File: src/rtl/afd_pkg.sv
// package for the api frame deframer
// sequencer states and framing constants, no dependencies
package afd_pkg;

  typedef enum logic [2:0] {
    S_IDLE,
    S_SCAN,
    S_LEN,
    S_CHK,
    S_SUM,
    S_WORD,
    S_OUT
  } state_e;

  localparam logic [7:0] START_BYTE    = 8'h7e;
  localparam logic [7:0] CKSUM_BASE    = 8'hff;
  localparam int         MIN_HELD      = 5;
  localparam int         MAX_RESULTS   = 64;
  localparam logic [6:0] RESET_MAX_LEN = 7'd115;

endpackage

File: src/rtl/afd_ram.sv
// generic single write, single read ram with registered read data
// no dependencies
module afd_ram #(
  parameter int Width = 8,
  parameter int Depth = 128
) (
  input  logic                     clk_i,
  input  logic                     we_i,
  input  logic [$clog2(Depth)-1:0] waddr_i,
  input  logic [Width-1:0]         wdata_i,
  input  logic [$clog2(Depth)-1:0] raddr_i,
  output logic [Width-1:0]         rdata_o
);

  logic [Width-1:0] mem_q [Depth];

  always_ff @(posedge clk_i) begin
    if (we_i) begin
      mem_q[waddr_i] <= wdata_i;
    end
    rdata_o <= mem_q[raddr_i];
  end

endmodule

File: src/rtl/api_frame_resync_deframer_top.sv
// api frame deframer top level: circular byte buffer and scan sequencer
// depends on afd_pkg and afd_ram
// each buffer read has an address phase and a registered data phase; a byte that
//   completes no frame is dropped after the scan, length or checksum check
// a frame gets a checksum pass, then its payload bytes are read into result words
//   presented one at a time; rx_stall_o is high until the whole rescan ends
// the sequencer reads one byte at a time through the single buffer read port
// reset empties the buffer and loads max_frame_len with 115; no clearing pass
module api_frame_resync_deframer_top #(
  parameter int BUF_BYTES = 128
) (
  input  logic        clk_i,
  input  logic        rst_ni,
  input  logic        rx_valid_i,
  output logic        rx_stall_o,
  input  logic [7:0]  rx_byte_i,
  input  logic        cfg_valid_i,
  output logic        cfg_ready_o,
  input  logic [6:0]  cfg_data_i,
  output logic        out_valid_o,
  input  logic        out_stall_i,
  output logic [7:0]  api_type_o,
  output logic [15:0] src_addr_o,
  output logic [7:0]  tx_frame_id_o,
  output logic [7:0]  delivery_status_o,
  output logic [7:0]  rssi_o,
  output logic [7:0]  rx_options_o,
  output logic [6:0]  payload_len_o,
  output logic [63:0] data_word_o,
  output logic [3:0]  word_bytes_o,
  output logic        last_o
);
  import afd_pkg::*;

  localparam int AW = $clog2(BUF_BYTES);
  localparam int CW = $clog2(BUF_BYTES + 1);
  localparam int IW = (CW > 8) ? CW : 8;
  localparam logic [IW:0] BufLen = (IW+1)'(BUF_BYTES);

  state_e        state_q, state_d;
  logic          ph_q, ph_d;
  logic [AW-1:0] head_q, head_d;
  logic [IW-1:0] fill_q, fill_d;
  logic [IW-1:0] idx_q, idx_d;
  logic [15:0]   flen_q, flen_d;
  logic [7:0]    sum_q, sum_d;
  logic [7:0]    hdr_q [5];
  logic [7:0]    hdr_d [5];
  logic [63:0]   word_q, word_d;
  logic [3:0]    k_q, k_d;
  logic [6:0]    rem_q, rem_d;
  logic [6:0]    cnt_q, cnt_d;
  logic [6:0]    maxlen_q;

  logic [IW-1:0] adv;
  logic [IW:0]   hsum, rsum, wsum;
  logic [AW-1:0] head_adv, raddr, waddr;
  logic          we;
  logic [7:0]    rdata;
  logic [7:0]    pkt;
  logic [6:0]    n_len;
  logic [7:0]    words;
  logic          rx_acc;
  logic [2:0]    hsel;

  afd_ram #(.Width(8), .Depth(BUF_BYTES)) u_ram (
    .clk_i   (clk_i),
    .we_i    (we),
    .waddr_i (waddr),
    .wdata_i (rx_byte_i),
    .raddr_i (raddr),
    .rdata_o (rdata)
  );

  assign cfg_ready_o = 1'b1;
  assign rx_stall_o  = (state_q != S_IDLE);
  assign rx_acc      = rx_valid_i && (state_q == S_IDLE);
  assign we          = rx_acc;

  always_comb begin
    hsum = {{(IW+1-AW){1'b0}}, head_q} + {1'b0, adv};
    if (hsum >= BufLen) hsum = hsum - BufLen;
    head_adv = hsum[AW-1:0];
    rsum = {{(IW+1-AW){1'b0}}, head_q} + {1'b0, idx_d};
    if (rsum >= BufLen) rsum = rsum - BufLen;
    raddr = rsum[AW-1:0];
    wsum = {{(IW+1-AW){1'b0}}, head_q} + {1'b0, fill_q};
    if (wsum >= BufLen) wsum = wsum - BufLen;
    waddr = (fill_q == IW'(BUF_BYTES)) ? head_q : wsum[AW-1:0];
  end

  assign pkt   = {1'b0, flen_q[6:0]} + 8'd4;
  assign n_len = (flen_q[6:0] >= 7'(MIN_HELD)) ? (flen_q[6:0] - 7'(MIN_HELD)) : 7'd0;
  assign words = (n_len == 7'd0) ? 8'd1 : 8'(({1'b0, n_len} + 8'd7) >> 3);
  assign hsel  = idx_q[2:0] - 3'd3;

  always_comb begin
    state_d = state_q;
    ph_d    = ph_q;
    head_d  = head_q;
    fill_d  = fill_q;
    idx_d   = idx_q;
    flen_d  = flen_q;
    sum_d   = sum_q;
    hdr_d   = hdr_q;
    word_d  = word_q;
    k_d     = k_q;
    rem_d   = rem_q;
    cnt_d   = cnt_q;
    adv     = IW'(1);
    case (state_q)
      S_IDLE: begin
        if (rx_valid_i) begin
          if (fill_q == IW'(BUF_BYTES)) begin
            head_d = head_adv;
          end else begin
            fill_d = fill_q + IW'(1);
          end
          cnt_d   = '0;
          idx_d   = '0;
          ph_d    = 1'b0;
          state_d = S_SCAN;
        end
      end
      S_SCAN: begin
        idx_d = '0;
        if (!ph_q) begin
          ph_d = 1'b1;
        end else begin
          ph_d = 1'b0;
          if (rdata != START_BYTE) begin
            head_d = head_adv;
            fill_d = fill_q - IW'(1);
            if (fill_q == IW'(1)) state_d = S_IDLE;
          end else if (fill_q < IW'(MIN_HELD)) begin
            state_d = S_IDLE;
          end else begin
            idx_d   = IW'(1);
            state_d = S_LEN;
          end
        end
      end
      S_LEN: begin
        if (!ph_q) begin
          ph_d = 1'b1;
        end else begin
          ph_d = 1'b0;
          if (idx_q == IW'(1)) begin
            flen_d[15:8] = rdata;
            idx_d        = IW'(2);
          end else begin
            flen_d[7:0] = rdata;
            state_d     = S_CHK;
          end
        end
      end
      S_CHK: begin
        if (flen_q > {9'd0, maxlen_q}) begin
          head_d  = head_adv;
          fill_d  = fill_q - IW'(1);
          idx_d   = '0;
          state_d = S_SCAN;
        end else if ({{(IW-8){1'b0}}, pkt} > fill_q) begin
          state_d = S_IDLE;
        end else begin
          idx_d = IW'(3);
          sum_d = '0;
          for (int j = 0; j < 5; j++) hdr_d[j] = '0;
          state_d = S_SUM;
        end
      end
      S_SUM: begin
        if (!ph_q) begin
          ph_d = 1'b1;
        end else begin
          ph_d = 1'b0;
          if (idx_q == {{(IW-8){1'b0}}, pkt - 8'd1}) begin
            if (rdata != (CKSUM_BASE - sum_q)) begin
              head_d  = head_adv;
              fill_d  = fill_q - IW'(1);
              idx_d   = '0;
              state_d = S_SCAN;
            end else if ({1'b0, cnt_q} + words > 8'(MAX_RESULTS)) begin
              state_d = S_IDLE;
            end else begin
              idx_d   = IW'(8);
              k_d     = '0;
              rem_d   = n_len;
              word_d  = '0;
              state_d = S_WORD;
            end
          end else begin
            sum_d = sum_q + rdata;
            if (idx_q < IW'(8)) hdr_d[hsel] = rdata;
            idx_d = idx_q + IW'(1);
          end
        end
      end
      S_WORD: begin
        if (!ph_q) begin
          if (rem_q == 7'd0 || k_q == 4'd8) begin
            state_d = S_OUT;
          end else begin
            ph_d = 1'b1;
          end
        end else begin
          ph_d = 1'b0;
          word_d[{k_q[2:0], 3'b000} +: 8] = rdata;
          k_d   = k_q + 4'd1;
          rem_d = rem_q - 7'd1;
          idx_d = idx_q + IW'(1);
        end
      end
      S_OUT: begin
        adv = {{(IW-8){1'b0}}, pkt};
        if (!out_stall_i) begin
          cnt_d = cnt_q + 7'd1;
          if (rem_q == 7'd0) begin
            head_d  = head_adv;
            fill_d  = fill_q - {{(IW-8){1'b0}}, pkt};
            idx_d   = '0;
            if (fill_q == {{(IW-8){1'b0}}, pkt}) begin
              state_d = S_IDLE;
            end else begin
              state_d = S_SCAN;
            end
          end else begin
            k_d     = '0;
            word_d  = '0;
            state_d = S_WORD;
          end
        end
      end
      default: begin
        state_d = S_IDLE;
      end
    endcase
  end

  always_ff @(posedge clk_i or negedge rst_ni) begin
    if (!rst_ni) begin
      state_q  <= S_IDLE;
      ph_q     <= 1'b0;
      head_q   <= '0;
      fill_q   <= '0;
      idx_q    <= '0;
      cnt_q    <= '0;
      maxlen_q <= RESET_MAX_LEN;
    end else begin
      state_q <= state_d;
      ph_q    <= ph_d;
      head_q  <= head_d;
      fill_q  <= fill_d;
      idx_q   <= idx_d;
      cnt_q   <= cnt_d;
      if (cfg_valid_i) maxlen_q <= cfg_data_i;
    end
  end

  always_ff @(posedge clk_i) begin
    flen_q <= flen_d;
    sum_q  <= sum_d;
    hdr_q  <= hdr_d;
    word_q <= word_d;
    k_q    <= k_d;
    rem_q  <= rem_d;
  end

  assign out_valid_o       = (state_q == S_OUT);
  assign api_type_o        = hdr_q[0];
  assign src_addr_o        = {hdr_q[1], hdr_q[2]};
  assign tx_frame_id_o     = hdr_q[1];
  assign delivery_status_o = hdr_q[2];
  assign rssi_o            = hdr_q[3];
  assign rx_options_o      = hdr_q[4];
  assign payload_len_o     = n_len;
  assign data_word_o       = word_q;
  assign word_bytes_o      = k_q;
  assign last_o            = (rem_q == 7'd0);

endmodule
File: config.mk
export PLATFORM = sky130hd
export DESIGN_NAME = api_frame_resync_deframer_top
export DESIGN_NICKNAME = d
export VERILOG_FILES = /design/src/rtl/afd_pkg.sv /design/src/rtl/afd_ram.sv /design/src/rtl/api_frame_resync_deframer_top.sv
export SDC_FILE = /design/constraint.sdc
export NUM_CORES = 1
export LEC_CHECK = 0
export BUFFER_PORTS_ARGS = -buffer_cell sky130_fd_sc_hd__buf_4
export CAP_MARGIN = 20
export CORE_UTILIZATION = 40
export CTS_CLUSTER_SIZE = 25
export DETAILED_ROUTE_END_ITERATION = 10
export PLACE_DENSITY_LB_ADDON = 0.2
export RECOVER_POWER = 50
export SETUP_SLACK_MARGIN = 0.5
export SLEW_MARGIN = 15
export SYNTH_ARGS = -nofsm -noshare
export SYNTH_HDL_FRONTEND = slang
export SYNTH_SLANG_ARGS = --single-unit
File: constraint.sdc
create_clock -name clk_i -period 9.62 [get_ports clk_i]
set_input_delay 2.886 -clock clk_i [delete_from_list [all_inputs] [get_ports clk_i]]
set_output_delay 2.886 -clock clk_i [all_outputs]
set_load 0.005 [all_outputs]
==> results.cfg <==
[yosys]
synth.area.top_cells = edfxtp_1 (68%), mux4_2 (15%), nor2_1 (2.1%), dfrtp_1 (1.8%), ha_1 (1.5%)
ys_seq_area_frac = 0.708
synth_top_area_share = 0.684
syn_avg_cell_area_um2 = 18.2
yosysMostFrequentCell = edfxtp_1
synth_edf_count = 1163
ys_ff_latch = 1212
syn_area_um2 = 51000
syn_inst = 2801
synth_top_cell_by_area = edfxtp_1
async_reset_ff_frac = 0.0338
synthTopCellsByCount = edfxtp_1 (1,163), mux4_2 (336), nor2_1 (291), nand2_1 (146), a21oi_1 (99)
yosysWarnings = 0
synth_fp_nets = 2889
synth.distinct_cells = 81
synth_ff_type = edfxtp_1

[power]
vdd_ir_drop_max_mv = 0.242
seq_power_share = 0.380
total_leakage_power_uw = 0.0192
power_uw = 16200
power_switching_uw = 5130
p_int_uw = 11000
p_sw_frac = 0.318
pwr-share-comb = 0.316
clockPowerShare = 0.304
p_per_area_nw_per_um2 = 277

[clock_tree]
clk_latency_ns = 0.75
cts-htree-levels = 4
cts_tree = done
clk_pin_slew_worst_paths_ns = 0.06
cts_max_path_buffers = 3
cts_buffers = 132
cts.sinks = 1212
cts_root_buf = clkbuf_16

[critical_path]
critPathSlowestCell = fa_4
cp-end-kind = flop
crit_fanout = 51
cp-start-kind = flop
required_ns = 10.26
worstSetupPathType = flop to flop
max_stage_delay_ns = 1.18
arrival_ns = 9.16

[detailed_routing]
ant_nets = 0
drtIter0Drc = 2869
dr.pass1.iters = 5
vias = 27100
postRouteWirelength_um = 128000
drc_errors = 0
wl_per_cell_um = 27.0
via_per_inst = 5.69

[sta]
fin_crit_ns = 8.51
relSlewSlack = -2.12
period_share = 0.885
finClkSkew_ns = 0.0300
setup_slack_ns = 1.11
fin_tns_setup_ns = 0
tightestPinTransition_ns = 4.67
hold_viol = 0
setup_violations = 0
rsz0062_at_grt = false
fmax_ghz = 0.117
slew_viol_final = 1316

[place]
dp_cells = 4511
hpwl_um = 80000
portBuffers = 153
dp_slack_ns = 0.930
place.gp.congestion = 0.830

[die]
initial_utilization = 0.405
fp-row-count = 130
die_x_um = 359
die_y_um = 359
die_area_um2 = 129000
ios = 155
core-area_um2 = 126000

[min_path]
worstHoldPathType = flop to flop

[layout]
finalNonFillerCells = 4758
finalNetCount = 3090
nFillCells = 10600
syn_to_final_growth_pct = 14.4
layout-drive-gt1-share = 0.243

[global_route]
grt_pass1_vias = 27900
grt_use_total = 0.200
grt_pass1_wl_um = 190000
grt_overflow = 0
grt_start_max_net_pins = 105
antenna_found_initial = 4

[status]
outcome = complete, but fails checks
violations = max-capacitance violations, max-slew violations

[flow_run]
drv_cap = 25
==> metal layers <==
layer / track usage / wire length (um) / up-vias
met5: 0 / 0 / -
met4: 0.0649 / 3310 / 0
met3: 0.0309 / 6990 / 202
met2: 0.330 / 63800 / 995
met1: 0.272 / 54400 / 14300
li1: - / - / 11600
==> through the flow <==
| step | utilization | area (um2) | hold WS [ns] |
|---|---|---|---|
| after floorplan | - | 51000 | 0.450 |
| after global placement | 0.430 | 54200 | 0.510 |
| after detailed placement | 0.430 | 54200 | 0.512 |
| after CTS | 0.463 | 58400 | 0.520 |
| after global routing | 0.463 | 58400 | 0.541 |
| final | 0.463 | 58400 | 0.516 |
==> layout make-up <==
class / count / area [um2] / area share
timing repair buffer: 220 / 1700 / 0.0291
tap: 1650 / 2060 / 0.0354
clock buffer: 172 / 3580 / 0.0613
inverter: 48 / 180 / 0.00309
antenna: 1 / 2.50 / 0.0000429
clock inverter: 67 / 598 / 0.0102
sequential: 1212 / 36100 / 0.619
multi-input combinational: 1388 / 14100 / 0.242
==> power by group through the flow <==
stage	clock network, uW	registers (uW)	logic [uW]
after detailed placement	0	6230	5150
after floorplan	0	6120	3420
after CTS	5010	6120	5170
after global routing	5210	6150	5420
final	4910	6130	5110
after global placement	0	6230	5090
==> critical path, delay by kind of cell (launching register included) <==
family / cells / cell delay (ns)
AO/OA/AOI/OAI: 7 / 1.28
adder cells (fa/ha/maj): 5 / 2.29
buffers and inverters: 4 / 0.83
flip-flops: 1 / 0.48
multiplexers: 4 / 1.88
AND/OR/NAND/NOR: 6 / 1.63
==> registers in the layout (all words and copies together) (netlist names), 8 cells and up, named ones only <==
signal             count
rx_options_o           8
api_type_o             8
fill_q                 8
delivery_status_o      8
u_ram.mem_q         1024
u_ram.rdata_o          8
data_word_o           64
tx_frame_id_o          8
sum_q                  8
rssi_o                 8
flen_q                16
==> worst paths after layout <==
check                                         from                         end  slack, ns  depth (start not counted)
max                            flen_q[1]$_DFFE_PP_    u_ram.rdata_o[5]$_DFF_P_       1.11                         26
max in group asynchronous                   rst_ni  asynchronous set/reset pin       5.39                          1
min reg2reg                maxlen_q[5]$_DFFE_PN1P_     maxlen_q[5]$_DFFE_PN1P_       0.52                          2
min in group asynchronous                   rst_ni        cnt_q[2]$_DFFE_PN0P_       2.87                          1
max reg2reg                    flen_q[1]$_DFFE_PP_    u_ram.rdata_o[5]$_DFF_P_       1.11                         26
min                        maxlen_q[5]$_DFFE_PN1P_     maxlen_q[5]$_DFFE_PN1P_       0.52                          2
==> logic make-up (layout without fill, tap and decap cells) <==
logic type,Yosys count,count (layout),synth area share
DFF,1212,1212,0.708
and+or+nand+nor,596,596,0.0513
AOI/OAI and AO/OA,237,237,0.0290
xor gates and xnor gates,65,65,0.0119
adders and majority gates,68,68,0.0176
other,1,2,0.0000735
buffers and inverters,201,507,0.0171
muxes,421,421,0.165
==> cell usage in the layout (no fill, tap or decap), types with 7 or more instances in the layout <==
cell	count
edfxtp_1	1163
mux4_2	336
nor2_1	290
buf_4	171
nand2_1	143
clkbuf_16	137
a21oi_1	99
mux2i_1	73
clkbuf_1	64
ha_1	61
inv_1	46
o21ai_0	46
nand3_1	43
dfrtp_1	36
xnor2_1	31
clkinv_1	27
xor2_1	26
nor3_1	23
clkinv_2	22
a21o_1	21
nor2b_1	17
nand2b_1	13
nand4_1	12
mux2_2	11
buf_12	11
nor4_1	10
o21bai_1	9
and3_1	8
bufinv_16	8
dfxtp_1	8
buf_6	7
==> what timing repair did <==
action / CTS / global route
setup endpoints to repair: 0 / 8
gates resized for setup: 0 / 1
hold buffers: 0 / 0
buffers inserted: 0 / 1
No activity file was read; power rests on OpenSTA's default activity.
